==> config.mk <==
export PLATFORM = sky130hd
export DESIGN_NAME = plp_ctrl
export DESIGN_NICKNAME = d
export VERILOG_FILES = /design/src/hw/rtl/plp_pkg.sv /design/src/hw/rtl/plp_ctrl.sv
export SDC_FILE = /design/constraint.sdc
export NUM_CORES = 1
export LEC_CHECK = 0
export BUFFER_PORTS_ARGS = -buffer_cell sky130_fd_sc_hd__buf_4
export CORE_ASPECT_RATIO = 1.1
export CORE_MARGIN = 1.5
export CORE_UTILIZATION = 51
export CTS_CLUSTER_DIAMETER = 50
export DETAILED_ROUTE_END_ITERATION = 12
export GPL_TIMING_DRIVEN = 0
export PLACE_DENSITY_LB_ADDON = 0.08
export SLEW_MARGIN = 20
export SYNTH_ARGS = -nofsm -noshare
export SYNTH_HDL_FRONTEND = slang
export SYNTH_SLANG_ARGS = --single-unit
==> constraint.sdc <==
create_clock -name clk -period 2.05 [get_ports clk]
set_clock_uncertainty 0.05 [all_clocks]
set_input_delay 0.3075 -clock clk [delete_from_list [all_inputs] [get_ports clk]]
set_output_delay 0.3075 -clock clk [all_outputs]
set_load 0.005 [all_outputs]
==> src/hw/rtl/plp_pkg.sv <==
// Types and constants shared by the piecewise linear profile block.
package plp_pkg;

  localparam int TW  = 32;
  localparam int YW  = 16;
  localparam int CW  = 7;
  localparam int SW  = 6;
  localparam int STW = 3;
  localparam int DVW = TW + 1;
  localparam int PW  = YW + 1 + TW + 1;
  localparam int VW  = PW + 2;
  localparam int DCW = $clog2(PW);

  localparam logic [YW-1:0] TEMP_LO = 16'd1600;
  localparam logic [YW-1:0] TEMP_HI = 16'd40000;

  localparam logic [CW-1:0] COUNT_RESET = 7'd2;
  localparam logic [CW-1:0] MIN_POINTS  = 7'd2;

  localparam logic [STW-1:0] ST_OK     = 3'd0;
  localparam logic [STW-1:0] ST_HELD   = 3'd1;
  localparam logic [STW-1:0] ST_EXTRAP = 3'd2;
  localparam logic [STW-1:0] ST_BTIME  = 3'd3;
  localparam logic [STW-1:0] ST_BTEMP  = 3'd4;
  localparam logic [STW-1:0] ST_BINDEX = 3'd5;

  typedef enum logic [2:0] {
    RA_FETCH = 3'd0,
    RA_ONE   = 3'd1,
    RA_NEXT  = 3'd2,
    RA_SEG   = 3'd3,
    RA_SEG1  = 3'd4
  } raddr_sel_t;

  typedef struct packed {
    logic                 func;
    logic [5:0]           point_index;
    logic signed [TW-1:0] point_time;
    logic [YW-1:0]        point_temp;
    logic signed [TW-1:0] query_time;
  } plp_item_t;

  typedef struct packed {
    logic [YW-1:0]  temperature;
    logic [SW-1:0]  segment;
    logic [STW-1:0] status;
  } plp_result_t;

  typedef struct packed {
    logic       capture;
    raddr_sel_t rsel;
    logic       ld_check;
    logic       q_start;
    logic       search;
    logic       cap_lo;
    logic       sub;
    logic       mul;
    logic       div_go;
    logic       fin;
    logic       hold_fin;
  } plp_cmd_t;

  typedef struct packed {
    logic func;
    logic hit;
    logic last;
    logic dt_zero;
    logic div_done;
  } plp_stat_t;

endpackage

==> src/hw/rtl/plp_ctrl.sv <==
// Controller state machine sequencing loads and queries over the datapath.
module plp_ctrl import plp_pkg::*; (
  input  logic      clk,
  input  logic      rst,
  input  logic      start,
  input  plp_stat_t stat,
  output logic      busy,
  output plp_cmd_t  cmd
);

  typedef enum logic [13:0] {
    S_IDLE     = 14'b00000000000001,
    S_FETCH    = 14'b00000000000010,
    S_LD_CHK   = 14'b00000000000100,
    S_Q_START  = 14'b00000000001000,
    S_SRCH     = 14'b00000000010000,
    S_RD_J     = 14'b00000000100000,
    S_RD_J1    = 14'b00000001000000,
    S_SUB      = 14'b00000010000000,
    S_MUL      = 14'b00000100000000,
    S_DIV_GO   = 14'b00001000000000,
    S_DIV_WAIT = 14'b00010000000000,
    S_FIN      = 14'b00100000000000,
    S_HOLD_RD  = 14'b01000000000000,
    S_HOLD_FIN = 14'b10000000000000
  } state_t;

  state_t state;
  state_t state_next;

  always_ff @(posedge clk) begin
    if (rst) begin
      state <= S_IDLE;
    end else begin
      state <= state_next;
    end
  end

  always_comb begin
    state_next = state;
    cmd        = '0;
    cmd.rsel   = RA_FETCH;
    unique case (state)
      S_IDLE: begin
        cmd.capture = start;
        if (start) state_next = S_FETCH;
      end
      S_FETCH: begin
        cmd.rsel   = RA_FETCH;
        state_next = stat.func ? S_Q_START : S_LD_CHK;
      end
      S_LD_CHK: begin
        cmd.ld_check = 1'b1;
        state_next   = S_IDLE;
      end
      S_Q_START: begin
        cmd.q_start = 1'b1;
        cmd.rsel    = RA_ONE;
        state_next  = S_SRCH;
      end
      S_SRCH: begin
        cmd.search = 1'b1;
        cmd.rsel   = RA_NEXT;
        if (stat.hit) begin
          state_next = S_RD_J;
        end else if (stat.last) begin
          state_next = S_HOLD_RD;
        end
      end
      S_RD_J: begin
        cmd.rsel   = RA_SEG;
        state_next = S_RD_J1;
      end
      S_RD_J1: begin
        cmd.cap_lo = 1'b1;
        cmd.rsel   = RA_SEG1;
        state_next = S_SUB;
      end
      S_SUB: begin
        cmd.sub    = 1'b1;
        state_next = S_MUL;
      end
      S_MUL: begin
        cmd.mul    = 1'b1;
        state_next = stat.dt_zero ? S_FIN : S_DIV_GO;
      end
      S_DIV_GO: begin
        cmd.div_go = 1'b1;
        state_next = S_DIV_WAIT;
      end
      S_DIV_WAIT: begin
        if (stat.div_done) state_next = S_FIN;
      end
      S_FIN: begin
        cmd.fin    = 1'b1;
        state_next = S_IDLE;
      end
      S_HOLD_RD: begin
        cmd.rsel   = RA_SEG;
        state_next = S_HOLD_FIN;
      end
      S_HOLD_FIN: begin
        cmd.hold_fin = 1'b1;
        state_next   = S_IDLE;
      end
      default: begin
        state_next = S_IDLE;
      end
    endcase
  end

  assign busy = state != S_IDLE;

  a_idle_after_beat: assert property (@(posedge clk) disable iff (rst)
    (cmd.ld_check || cmd.fin || cmd.hold_fin) |=> !busy)
    else $error("controller not idle while result beat is out");

endmodule

==> results.md <==
* Status: finished with violations
* Violated checks: negative setup slack
* Synth Cell Area at approximately 910 sq um
* WS Path Type: flip-flop to output port
* Largest register FFs at 14
* Max Used Layer: met4
* RSZ-0062 raised after global routing: true
* Antenna Violating Nets Remaining at 0
* Clock transition at the registers of the reported paths at around 0.090 ns
* Design Area, Final at approximately 1500 sq um
* Clock power frac at 0.160
* Vias in the first global route at slightly below 900
* Die area at between 2000 and 2500 sq um
* Rel. slew slack at 0.689
* Hold/Removal Path Class: primary input to flip-flop
* I/O pin cnt at 22
* Sum of negative setup slack at -3.68 ns
* PnR Total Power at ~1.0 mW
* CP max stage delay at 0.45 ns
* Via density at approximately 6.7
* Post-layout util at 0.919
* Drt pass-1 iters at 4
* Final GP Congestion at between 0.9 and 1
* Post-synthesis sequential area ratio at 0.309
* HPWL Detailed at about 1600 um
* 1st-iter DRT viols at 70
* Filler Cell Count at just under 70
* Final Cycle Share at 1.19
* Comb pwr share at 0.544
* Clk root buf: clkbuf_4
* Number of warnings issued by yosys at 0
* Fmax at between 0.4 and 0.5 GHz
* # Max-Cap Violations at 0
* Synth area leaders: dfxtp_1, nor4b_1, nor4_1
* Crit path max fanout at 8
* Overflow after GRT at 0
* Die width at 43.2 um
* Most frequent cells in the layout: buf_4, nor2_1, buf_6, dfxtp_1
* Placed Area at approximately 1100 sq um
* Sw Share at 0.377
* Pwr/cell area at between 600 and 700 nW/um^2
* Met3 WL at approximately 300 um
* Diodes inserted at 0
* Endpoints failing setup at 15
* Total wire length at roughly 3500 um
* Slowest stage cell, crit path: or4_4
* CTS H-tree depth at 1
* Final worst slack at -0.389 ns
* Sequential share of power at 0.296
* GRT Util Overall at 0.284
* First-pass GRT wire length at 4170 um
* Min cycle time layout at around 2.4 ns
* Slew @ Worst Pin at about 0.47 ns
* Row count at 15
* FFs w/ async S/R, synth at 0
* Die H at approximately 47 um
* Int Power at 641 uW
* Share of the synthesized area in the top cell type at 0.309
* Pins Over Slew Limit at 0
* Clock Sinks at 14
* # hold bufs at CTS at 0
* CTS tree: yes
* Metal2 WL at around 1700 um
* Avg Inst Size Synth at roughly 8.7 sq um
* Post-synth cell types at 38
* DR DRC count at 0
* Share of layout cells above drive strength 1 at 0.581
* CTS Buf Count at 3
* Number of synthesized flops with an enable pin at 0
* Port Buffers at 21
* Switching Power at 389 uW
* Synth Flop Type: dfxtp_1
* Area leader, netlist: dfxtp_1
* Startpoint Class: flip-flop
* Final #Nets at ~160
* Final hold vios at 0
* DRT met1 WL at ~1300 um
* Initial Util at 0.562
* Largest net degree at the start of global routing at 10
* Largest regs: state: 14 flops
* Lkg Pwr at slightly below 0.6 nW
* Most flops, register: state
* Final hold slack at 0.120 ns
* Worst-case vdd ir drop at about 0.00052 V
* Core area at 1610 sq um
* Mapped Cells at ~100
* Post-DR wirelength/cell at approximately 21 um
* Arrival time at the worst endpoint at ~2.1 ns
* Via count at about 1100
* WP data required at roughly 1.7 ns
* Worst skew pair latency at 0.29 ns
* Post-synthesis register bit count at 14
* Layout area overhead at 63.4%
* Critical Path, Cell by Cell: buf_6 -> or4_4 -> nor3_4 -> nand2_2 -> nor4bb_4 -> buf_4
* Syn_nets at 112
* Most common cell after layout, fill and taps aside: buf_4
* CTS max path bufs at 2
* CP Capture Type: output port
* Initial antenna violation count at 0
[cells in the mapped netlist, types with 2 or more instances]
cell	instances
nor3b_1	3
nor4b_1	7
xor2_1	2
nand4_1	4
o211ai_1	2
nand2_1	6
nand3_1	4
nor4_1	8
inv_1	6
buf_2	2
nand3b_1	2
or3_1	2
nor2_1	13
nor3_1	4
nand2b_1	2
buf_6	2
dfxtp_1	14
[repair_timing]
item                       CTS  global route
buffers inserted            13             9
resized for setup           30            17
setup endpoints to repair   22            18
pin swaps                   10            12
[critical path, delay by kind of cell (launching register included)]
| kind | cells | cell delay, ns |
|---|---|---|
| buffers and inverters | 2 | 0.30 |
| flip-flops | 1 | 0.33 |
| AND/OR/NAND/NOR | 4 | 1.17 |
[final cells by class]
cell class / count / area [sq um] / share of cell area
Buffer: 4 / 32.5 / 0.0219
Clock buffer: 3 / 22.5 / 0.0152
Inverter: 6 / 22.5 / 0.0152
Multi-Input combinational cell: 79 / 748 / 0.505
Sequential cell: 14 / 290 / 0.196
Tap cell: 17 / 21.3 / 0.0143
Timing Repair Buffer: 42 / 345 / 0.233
[power groups by stage]
stage	logic, mW	registers, mW	clock network, mW
after global routing	0.578	0.307	0.177
after floorplan	0.203	0.310	0
after detailed placement	0.282	0.315	0
final	0.560	0.305	0.165
after global placement	0.276	0.313	0
after CTS	0.434	0.302	0.160
[kinds of logic (layout without fill, tap and decap cells)]
| logic type | count (synthesis) | after routing | synth area share |
|---|---|---|---|
| AOI/OAI and AO/OA | 11 | 11 | 0.116 |
| xor gates and xnor gates | 3 | 3 | 0.0290 |
| DFF | 14 | 14 | 0.309 |
| and+or+nand+nor | 65 | 65 | 0.481 |
| buffers and inverters | 11 | 55 | 0.0648 |
[routing by layer]
| layer | vias to the layer above | GRT usage |
|---|---|---|
| li1 | 481 | - |
| met1 | 511 | 0.348 |
| met2 | 90 | 0.460 |
| met3 | 30 | 0.0923 |
| met4 | 0 | 0.133 |
| met5 | - | 0 |
[metrics by stage]
stage                     setup WS (ns)  instances
after detailed placement         -0.143        142
after global placement           -0.112        142
after global routing             -0.484        165
after floorplan                  0.0830        104
after CTS                        -0.360        157
final                            -0.389        165
[final timing paths]
check	start	endpoint	slack (ns)	cells past startpoint
hold / removal	stat[4]	state[2]	0.12	2
setup / recovery	state[0]	cmd[1]	-0.39	6
hold reg to reg	state[0]	state[2]	0.53	2
setup reg to reg	state[0]	state[4]	-0.16	8
(Power assumes the default switching activity.)
